==> src/rtl/fms_pkg.sv <==
// Shared types, mode and operation codes, and step helpers for the supervisor.
// No dependencies.
package fms_pkg;

    localparam int COUNTER_WIDTH = 16;
    localparam int CFG_DATA_W    = 16;
    localparam int CFG_IDX_W     = 1;
    localparam int MODE_W        = 4;
    localparam int OP_W          = 2;
    localparam int CMP_W         = (COUNTER_WIDTH > CFG_DATA_W) ? COUNTER_WIDTH : CFG_DATA_W;

    localparam logic [COUNTER_WIDTH-1:0] CNT_MAX = {COUNTER_WIDTH{1'b1}};

    localparam logic [CFG_DATA_W-1:0] WATCHDOG_LIMIT_RST = CFG_DATA_W'(100);
    localparam logic [CFG_DATA_W-1:0] ESCALATE_DWELL_RST = CFG_DATA_W'(500);

    localparam logic [CFG_IDX_W-1:0] CFG_WATCHDOG_LIMIT = 1'b0;
    localparam logic [CFG_IDX_W-1:0] CFG_ESCALATE_DWELL = 1'b1;

    localparam logic [OP_W-1:0] OP_TICK      = 2'd0;
    localparam logic [OP_W-1:0] OP_HEARTBEAT = 2'd1;
    localparam logic [OP_W-1:0] OP_REQUEST   = 2'd2;
    localparam logic [OP_W-1:0] OP_STARTUP   = 2'd3;

    localparam logic [MODE_W-1:0] MODE_BOOT    = 4'd0;
    localparam logic [MODE_W-1:0] MODE_RADIO   = 4'd1;
    localparam logic [MODE_W-1:0] MODE_SENSOR  = 4'd2;
    localparam logic [MODE_W-1:0] MODE_CONTROL = 4'd3;
    localparam logic [MODE_W-1:0] MODE_SAFE    = 4'd4;
    localparam logic [MODE_W-1:0] MODE_ARMED   = 4'd5;
    localparam logic [MODE_W-1:0] MODE_MANUAL  = 4'd6;
    localparam logic [MODE_W-1:0] MODE_AUTO    = 4'd7;
    localparam logic [MODE_W-1:0] MODE_FAULT   = 4'd8;

    typedef struct packed {
        logic [OP_W-1:0]   op;
        logic [MODE_W-1:0] req;
        logic              ok;
        logic              done;
    } fms_item_t;

    typedef struct packed {
        logic [MODE_W-1:0] mode;
        logic              trip;
        logic              accepted;
        logic              zero_motors;
        logic              zero_targets;
        logic              expired;
    } fms_result_t;

    typedef struct packed {
        logic [MODE_W-1:0] mode;
        logic              accept;
        logic              zero_motors;
        logic              zero_targets;
        logic              clear_safe;
    } fms_ask_t;

    function automatic logic [COUNTER_WIDTH-1:0] count_up(input logic [COUNTER_WIDTH-1:0] c);
        count_up = (c == CNT_MAX) ? CNT_MAX : c + COUNTER_WIDTH'(1);
    endfunction

    // Outcome of asking for a mode change from the current mode.
    function automatic fms_ask_t ask_mode(input logic [MODE_W-1:0] want,
                                          input logic [MODE_W-1:0] cur);
        fms_ask_t r;
        r      = '0;
        r.mode = cur;
        if (want == cur) begin
            r.accept = 1'b1;
        end else if (cur != MODE_FAULT) begin
            if (want == MODE_SAFE) begin
                r.accept      = 1'b1;
                r.mode        = MODE_SAFE;
                r.zero_motors = 1'b1;
                r.clear_safe  = 1'b1;
            end else if (want == MODE_ARMED) begin
                r.accept = 1'b1;
                r.mode   = MODE_ARMED;
            end else if (want == MODE_MANUAL) begin
                r.accept       = 1'b1;
                r.mode         = MODE_MANUAL;
                r.zero_targets = 1'b1;
            end
        end
        return r;
    endfunction

endpackage

==> src/rtl/fms_core.sv <==
// Supervisor state, configuration registers and the combinational step logic.
// Depends on fms_pkg.
module fms_core (
    input  logic                             clk,
    input  logic                             rst_n,
    input  logic                             step_en,
    input  fms_pkg::fms_item_t               item,
    input  logic                             cfg_we,
    input  logic [fms_pkg::CFG_IDX_W-1:0]    cfg_index,
    input  logic [fms_pkg::CFG_DATA_W-1:0]   cfg_data,
    output fms_pkg::fms_result_t             result
);
    import fms_pkg::*;

    logic [CFG_DATA_W-1:0]    wd_limit_reg;
    logic [CFG_DATA_W-1:0]    dwell_reg;
    logic [MODE_W-1:0]        mode_reg, mode_next;
    logic [MODE_W-1:0]        last_req_reg, last_req_next;
    logic                     trip_reg, trip_next;
    logic [COUNTER_WIDTH-1:0] feed_reg, feed_next;
    logic [COUNTER_WIDTH-1:0] safe_reg, safe_next;

    logic [COUNTER_WIDTH-1:0] feed_inc;
    logic                     do_ask;
    logic [MODE_W-1:0]        want;
    logic                     expired;
    logic                     fed;
    logic                     dwell_passed;
    logic                     held;
    fms_ask_t                 ask;

    assign feed_inc     = count_up(feed_reg);
    assign fed          = (CMP_W'(feed_inc) < CMP_W'(wd_limit_reg)) && (feed_inc != CNT_MAX);
    assign dwell_passed = (CMP_W'(safe_reg) >= CMP_W'(dwell_reg)) || (safe_reg == CNT_MAX);
    assign held         = (item.req > MODE_SAFE) && (mode_reg <= MODE_SAFE) && !dwell_passed;
    assign ask          = ask_mode(want, mode_reg);

    always_comb
    begin
        mode_next     = mode_reg;
        last_req_next = last_req_reg;
        trip_next     = trip_reg;
        feed_next     = feed_reg;
        safe_next     = safe_reg;
        do_ask        = 1'b0;
        want          = item.req;
        expired       = 1'b0;
        case (item.op)
            OP_TICK:
            begin
                feed_next = feed_inc;
                safe_next = count_up(safe_reg);
                if (mode_reg >= MODE_ARMED && mode_reg != MODE_FAULT && !fed)
                begin
                    trip_next = 1'b1;
                    expired   = 1'b1;
                    do_ask    = 1'b1;
                    want      = MODE_SAFE;
                end
            end
            OP_HEARTBEAT:
            begin
                feed_next = '0;
                // act only on a changed request that is not held by the dwell
                if (item.req != last_req_reg && !held)
                begin
                    last_req_next = item.req;
                    if (item.req <= MODE_SAFE)
                    begin
                        trip_next = 1'b0;
                    end
                    do_ask = 1'b1;
                end
            end
            OP_REQUEST:
            begin
                do_ask = 1'b1;
            end
            default:
            begin
                case (mode_reg)
                    MODE_BOOT:
                    begin
                        mode_next = item.ok ? MODE_RADIO : MODE_FAULT;
                    end
                    MODE_RADIO, MODE_SENSOR:
                    begin
                        if (!item.ok)
                        begin
                            mode_next = MODE_FAULT;
                        end else if (item.done)
                        begin
                            mode_next = mode_reg + MODE_W'(1);
                        end
                    end
                    MODE_CONTROL:
                    begin
                        mode_next = MODE_SAFE;
                    end
                    default:
                    begin
                        mode_next = mode_reg;
                    end
                endcase
            end
        endcase
        if (do_ask)
        begin
            mode_next = ask.mode;
            if (ask.clear_safe)
            begin
                safe_next = '0;
            end
        end
    end

    assign result.mode         = mode_next;
    assign result.trip         = trip_next;
    assign result.accepted     = do_ask & ask.accept;
    assign result.zero_motors  = do_ask & ask.zero_motors;
    assign result.zero_targets = do_ask & ask.zero_targets;
    assign result.expired      = expired;

    always_ff @(posedge clk or negedge rst_n)
    begin
        if (!rst_n)
        begin
            wd_limit_reg <= WATCHDOG_LIMIT_RST;
            dwell_reg    <= ESCALATE_DWELL_RST;
        end else if (cfg_we)
        begin
            case (cfg_index)
                CFG_WATCHDOG_LIMIT: wd_limit_reg <= cfg_data;
                CFG_ESCALATE_DWELL: dwell_reg    <= cfg_data;
                default:            wd_limit_reg <= wd_limit_reg;
            endcase
        end
    end

    always_ff @(posedge clk or negedge rst_n)
    begin
        if (!rst_n)
        begin
            mode_reg     <= MODE_BOOT;
            last_req_reg <= MODE_BOOT;
            trip_reg     <= 1'b0;
            feed_reg     <= '0;
            safe_reg     <= '0;
        end else if (step_en)
        begin
            mode_reg     <= mode_next;
            last_req_reg <= last_req_next;
            trip_reg     <= trip_next;
            feed_reg     <= feed_next;
            safe_reg     <= safe_next;
        end
    end

endmodule

==> src/rtl/flight_mode_supervisor.sv <==
// The input register holds an accepted item and feeds the step logic, which
// writes the result register. Throughput: one item per cycle while out_ready
// is high; a result held by !out_ready stalls the step and a full input register.
// Reset: rst_n clears mode, trip flag, counters and both valid flags at once
// and loads the watchdog limit (100) and escalation dwell (500).
// Depends on fms_pkg and fms_core.
module flight_mode_supervisor (
    input  logic                            clk,
    input  logic                            rst_n,
    input  logic                            cfg_we,
    input  logic [fms_pkg::CFG_IDX_W-1:0]   cfg_index,
    input  logic [fms_pkg::CFG_DATA_W-1:0]  cfg_data,
    input  logic                            in_valid,
    output logic                            in_ready,
    input  logic [fms_pkg::OP_W-1:0]        operation,
    input  logic [fms_pkg::MODE_W-1:0]      requested_mode,
    input  logic                            setup_ok,
    input  logic                            setup_done,
    output logic                            out_valid,
    input  logic                            out_ready,
    output logic [fms_pkg::MODE_W-1:0]      mode,
    output logic                            trip_latched,
    output logic                            request_accepted,
    output logic                            zero_motors,
    output logic                            zero_targets,
    output logic                            watchdog_expired
);
    import fms_pkg::*;

    logic        in_valid_reg;
    fms_item_t   in_item_reg;
    logic        out_valid_reg;
    fms_result_t result_reg;
    fms_result_t step_result;
    logic        step_en;

    // step the held item when the result register is free or being drained
    assign step_en  = in_valid_reg && (!out_valid_reg || out_ready);
    assign in_ready = !in_valid_reg || step_en;

    fms_core u_core (
        .clk       (clk),
        .rst_n     (rst_n),
        .step_en   (step_en),
        .item      (in_item_reg),
        .cfg_we    (cfg_we),
        .cfg_index (cfg_index),
        .cfg_data  (cfg_data),
        .result    (step_result)
    );

    always_ff @(posedge clk or negedge rst_n)
    begin
        if (!rst_n)
        begin
            in_valid_reg  <= 1'b0;
            out_valid_reg <= 1'b0;
        end else
        begin
            if (in_ready)
            begin
                in_valid_reg <= in_valid;
            end
            if (step_en)
            begin
                out_valid_reg <= 1'b1;
            end else if (out_ready)
            begin
                out_valid_reg <= 1'b0;
            end
        end
    end

    always_ff @(posedge clk)
    begin
        if (in_valid && in_ready)
        begin
            in_item_reg.op   <= operation;
            in_item_reg.req  <= requested_mode;
            in_item_reg.ok   <= setup_ok;
            in_item_reg.done <= setup_done;
        end
        if (step_en)
        begin
            result_reg <= step_result;
        end
    end

    assign out_valid        = out_valid_reg;
    assign mode             = result_reg.mode;
    assign trip_latched     = result_reg.trip;
    assign request_accepted = result_reg.accepted;
    assign zero_motors      = result_reg.zero_motors;
    assign zero_targets     = result_reg.zero_targets;
    assign watchdog_expired = result_reg.expired;

endmodule

==> config.mk <==
export PLATFORM = sky130hd
export DESIGN_NAME = flight_mode_supervisor
export DESIGN_NICKNAME = d
export VERILOG_FILES = /design/src/rtl/fms_pkg.sv /design/src/rtl/fms_core.sv /design/src/rtl/flight_mode_supervisor.sv
export SDC_FILE = /design/constraint.sdc
export NUM_CORES = 1
export LEC_CHECK = 0
export BUFFER_PORTS_ARGS = -buffer_cell sky130_fd_sc_hd__buf_2
export CAP_MARGIN = 20
export CORE_MARGIN = 2
export CORE_UTILIZATION = 35
export CTS_CLUSTER_DIAMETER = 120
export DETAILED_ROUTE_END_ITERATION = 12
export PLACE_DENSITY = 0.61
export SLEW_MARGIN = 40
export SYNTH_ARGS = -nofsm -noshare
export SYNTH_HDL_FRONTEND = slang
export SYNTH_SLANG_ARGS = --single-unit
==> constraint.sdc <==
create_clock -name clk -period 4 [get_ports clk]
set_clock_uncertainty 0.15 [all_clocks]
set_input_delay 0.8 -clock clk [delete_from_list [all_inputs] [get_ports clk]]
set_output_delay 0.8 -clock clk [all_outputs]
set_load 0.01 [all_outputs]
After elaboration in Yosys (flattened, before gate mapping) --
Index checks and enable logic that the tools add are counted.
Storage, ports and cells: flip-flop bits (word level) 92, output and inout port bits 11, input port bits 30, word-level logic and storage cells 106
Cells by class: $add $sub $neg 3, bitwise gates (word level) 4, mux-type cells 34, reductions and logical operators 26, eq/ne operators 14, order comparisons 6
Operators by type and width (number):
- $mux 16 | 5
- $add 16x1->16 const B | 2
- $eq 16x16->1 const B | 2
- $mux 4 | 8
- $pmux 16 s2 | 1
- $ge 16x16->1 | 1
- $lt 16x16->1 | 1
- $ne 16x16->1 const B | 1
- $mux 5 | 3
- $eq 4x3->1 const B | 3
- $mux 1 | 12
- $pmux 4 s3 | 1
- $eq 4x2->1 const B | 2
- $le 4x3->1 const B | 2
- $logic_and 1x1->1 | 8
- $mux 8 | 1
- $reduce_and 2->1 | 3
- $logic_not 1->1 | 5
- $add 4x1->4 const B | 1
- $eq 4x1->1 const B | 1
- $eq 4x4->1 | 1
- $ge 4x3->1 const B | 1
- $gt 4x3->1 const B | 1
- $logic_not 4->1 | 1
- 15 further kinds | 20

Depth between registers and ports, before layout --
word-level depth 16, gate-level depth with buffers 17, mapped depth without buffers 15

By module --
From an unflattened synthesis, not the netlist that was laid out.
Second synthesis, totals: cell total of the unflattened synthesis 616, area, all modules 5788.1 µm²
By module, submodules not included:
- fms_core | cells an instance 591, instances 1, sequential area each 1838.0 µm², area each 5173.7 µm²
- flight_mode_supervisor | cells an instance 25, instances 1, sequential area each 560.5 µm², area each 614.3 µm²

Least setup slack after synthesis --
OpenSTA, ideal clock, no wires.
kind reg2reg, start register u_core.feed_reg[1], end register result_reg, in the netlist mode[3], data pin, stages on the path, launching flop included 17, buffers on the path 2, required time 3.596 ns, setup slack 0.065 ns, library setup time 0.254 ns, period minus slack after synthesis 3.935 ns, arrival 3.532 ns, path through dfrtp_1 -> ha_1 -> nand4_4 -> or4_1 -> buf_2 -> clkbuf_1 -> nand2_1 -> ha_1 -> a21oi_1 -> a2bb2oi_1 -> a311oi_1 -> or4b_1 -> a31o_4 -> a21oi_2 -> a21o_1 -> nand3_1 -> a21o_1
RTL lines:
- start: declaration | RTL line fms_core.sv:20 | logic [COUNTER_WIDTH-1:0] feed_reg, feed_next;
- start signal: assignment | RTL line fms_core.sv:154 | feed_reg <= feed_next;
- end signal: assignment | RTL line flight_mode_supervisor.sv:85 | result_reg <= step_result;
- end: declaration | RTL line flight_mode_supervisor.sv:33 | fms_result_t result_reg;

==> summary.md <==
| Metric | Value |
|---|---|
| Area share of the largest cell type after synthesis | 29.6% |
| Standby leakage power | 2.95 nW |
| H-Tree Level Count | 3 |
| Layout filler cell count | 1521 |
| Area delta synth->final | 19.4% |
| Vias per cell | 5.29 |
| Post-layout util | 42.3% |
| Syn Nets | 642 |
| Setup CP Type | reg2reg |
| Max FO, Critical Path | 5 |
| Hold WS | 0.342 ns |
| Vias in the first global route | 4347 |
| Fin nets | 701 |
| Crit share post-route | 97.3% |
| Antenna viol nets, final | 0 |
| Final hold violation count | 0 |
| First-pass GRT wire length | 22100 µm |
| WL met3 | 698 µm |
| Largest area contributor in the netlist | dfrtp_1 |
| Critical R2R Capture | mode[3]$_DFFE_PP_ |
| Row cnt | 46 |
| Pre-CTS setup slack | 0.00237 ns |
| Cell count after synthesis | 574 |
| Flops & latches, synth | 92 |
| Setup crit start | u_core.feed_reg[3]$_DFFE_PN0P_ |
| PortBufs | 40 |
| Post-synth ARST share | 81.5% |
| CP Cell Sequence | buf_4, and3_1, nor2b_2, xnor2_1, nand2_1, ha_1, a21oi_1, a2bb2oi_1, a311oi_1, or4b_1, a31o_4, a21oi_4, a21o_1, nand3_1, a21o_1 |
| Chip height | 130 µm |
| DP Area | 6120 µm² |
| Initial Util | 35.4% |
| Reg2Reg Setup Slack | 0.11 ns |
| Synthesis Warnings | 0 |
| Diode count | 0 |
| WP data required | 3.95 ns |
| Num CTS Buffers | 9 |
| Area of the multi-input gates | 3060 µm² |
| Max VDD drop | 0.000189 V |
| Register area share after synthesis | 42.9% |
| Syn Area/Cell | 9.73 µm² |
| Setup slack after layout | 0.109 ns |
| Total Wirelength | 13700 µm |
| RSZ-0062 raised after global routing | true |
| Outcome | completed |
| GRT overflow | 0 |
| CP Launch Type | flop |
| Bufs and invs on worst path | 1 |
| Mapped Area | 5590 µm² |
| CTS hold repair buffers | 0 |
| Most used cell, CP | a21o_1 |
| Clock Pin Slew Worst Setup and Hold Paths | 0.06 ns |
| Clock latency on the worst-skew pair | 0.34 ns |
| Largest net degree at the start of global routing | 76 |
| Seq. cell area | 2400 µm² |
| Reg-to-reg critical path startpoint | u_core.feed_reg[3]$_DFFE_PN0P_ |
| Post-synth EDFFs | 17 |
| Final slew viol count | 0 |
| Core outline area | 15800 µm² |
| Critical Path End Type | flop |
| R2R cell count | 15 |
| Dominant cells by area after synthesis | dfrtp_1 (30%), edfxtp_1 (9.1%), ha_1 (8.5%) |
| HP Class | in2async |
| DP Wirelength | 9730 µm |
| Die width | 130 µm |
| DR pass1 iterations | 5 |
| Max Clock Freq | 0.257 GHz |
| Max-Cap Viols | 0 |
| CTS tree | done |
| Longest Clk Path Bufs | 2 |
| GP Congestion | 0.850 |
| Count of different cell masters after synthesis | 66 |
| Main synth FF type | dfrtp_1 |
| DR WL met2 | 6240 µm |
| Routed metal-1 wire length | 6540 µm |
| Cell area after layout | 6670 µm² |
| Worst-Margin Slew | 0.928 ns |
| CP max stage delay | 0.53 ns |
| Remaining DRCs | 0 |
| I/O pin count | 41 |
| Initial antenna violation count | 0 |
| Post-DR wirelength/cell | 16.0 µm |
| Vias | 4516 |
| Die area | 17000 µm² |
| Uppermost layer routed | met4 |
| Initial DRC Count | 336 |
| Clk sinks | 92 |
| Root Buffer | clkbuf_16 |
| CP Depth | 15 |
| Final setup viols | 0 |
| Proportion of layout cells with a drive suffix above 1 | 26.0% |
| Kind of cell adding the most delay to the critical path | compound AO/OA/AOI/OAI gates |
| Min Tclk post-route | 3.89 ns |
| Pwr/cell area | 402 nW/µm² |
| Worst slew margin | 37.5% |
| CP max-delay cell | or4b_1 |
| Crit path DAT | 3.84 ns |
| Gr usage total | 16.6% |
where the power goes:
group / leakage (nW) / switching [mW] / internal [mW] / total [mW]
logic: 1.73 / 0.371 / 0.314 / 0.685
registers: 1.09 / 0.135 / 1.10 / 1.23
clock network: 0.125 / 0.344 / 0.417 / 0.761
total: 2.95 / 0.850 / 1.83 / 2.68
cells by family (layout without fill, tap and decap cells):
| group | after synthesis | in the layout | share of synthesized area (%) |
|---|---|---|---|
| simple gates | 193 | 193 | 18.3 |
| compound gates | 140 | 140 | 17.1 |
| flops | 92 | 92 | 42.9 |
| buf+inv | 68 | 132 | 5.35 |
| fa+ha+maj | 38 | 38 | 8.51 |
| mux | 24 | 24 | 4.82 |
| xor+xnor | 19 | 19 | 2.98 |
through the flow:
step	cells	total power, mW	TNS (ns)
3_5_place_dp	827	1.85	0
3_3_place_gp	827	1.82	0
2_1_floorplan	574	1.65	0
6_report	854	2.68	0
4_1_cts	843	2.63	0
5_1_grt	854	2.86	-0.849
worst max-delay path by stage:
| stage | slack [ns] | endpoint |
|---|---|---|
| 2_1_floorplan | 0.06 | mode[3]$_DFFE_PP_ |
| 3_5_place_dp | 0.002 | mode[3]$_DFFE_PP_ |
| 5_1_grt | -0.1 | mode[3]$_DFFE_PP_ |
| 3_3_place_gp | 0.09 | mode[3]$_DFFE_PP_ |
| 6_report | 0.11 | mode[3]$_DFFE_PP_ |
| 4_1_cts | 0.04 | mode[3]$_DFFE_PP_ |
cells in the mapped netlist, types with 4 or more instances:
library cell,count
a21o_1,6
xor2_1,8
inv_1,41
a21oi_1,30
edfxtp_1,17
buf_6,4
xnor2_1,11
nor4_1,6
ha_1,38
o21ai_0,35
dfrtp_1,66
and3_1,11
nor2b_1,4
nand3b_1,4
nand2_1,56
nor2_1,32
a21oi_2,6
nor3_1,9
a31oi_1,9
nand4_1,10
mux2_2,23
nand2b_1,12
dfstp_2,9
a22o_1,16
nand3_1,28
clkbuf_1,17
o211ai_1,5
a211oi_1,5
what timing repair did:
item | in CTS | in global routing
endpoints found under the setup margin | 1 | 27
pin swaps | 0 | 23
gates resized for setup | 1 | 43
cloned | 0 | 1
buffers inserted | 0 | 10
per-layer routing:
| layer | track usage, % | vias to the layer above |
|---|---|---|
| li1 | - | 2194 |
| met1 | 24.2 | 2194 |
| met4 | 5.51 | 0 |
| met3 | 3.08 | 16 |
| met2 | 25.1 | 112 |
| met5 | 0 | - |
cells in the final DEF, fill, tap and decap left out, types with 4 or more instances in the layout:
cell type  instances
nor4_1             4
clkbuf_16         10
o21ai_0           31
edfxtp_1          17
dfstp_2            9
inv_1             41
xnor2_1           11
a21o_1             6
a22o_1            16
nand4_1           10
nand2b_1          11
o21ai_2            4
xor2_1             8
a21oi_2            5
buf_2             39
a31oi_1            9
buf_6              6
nor3_1             6
o211ai_1           5
dfrtp_1           64
buf_4             28
ha_1              35
a211oi_1           4
mux2_2            22
nand3b_1           4
nand3_1           26
and3_1            11
nor3_2             4
nand2_1           56
a21oi_1           29
nor2_1            30
area by class of cell:
| type | count | share of cell area, % |
|---|---|---|
| Tap cell | 216 | 4.05 |
| Sequential cell | 92 | 36.0 |
| Clock inverter | 5 | 0.432 |
| Multi-Input combinational cell | 414 | 45.9 |
| Clock buffer | 11 | 3.49 |
| Inverter | 41 | 2.31 |
| Timing Repair Buffer | 75 | 7.77 |
(Power assumes the default switching activity.)
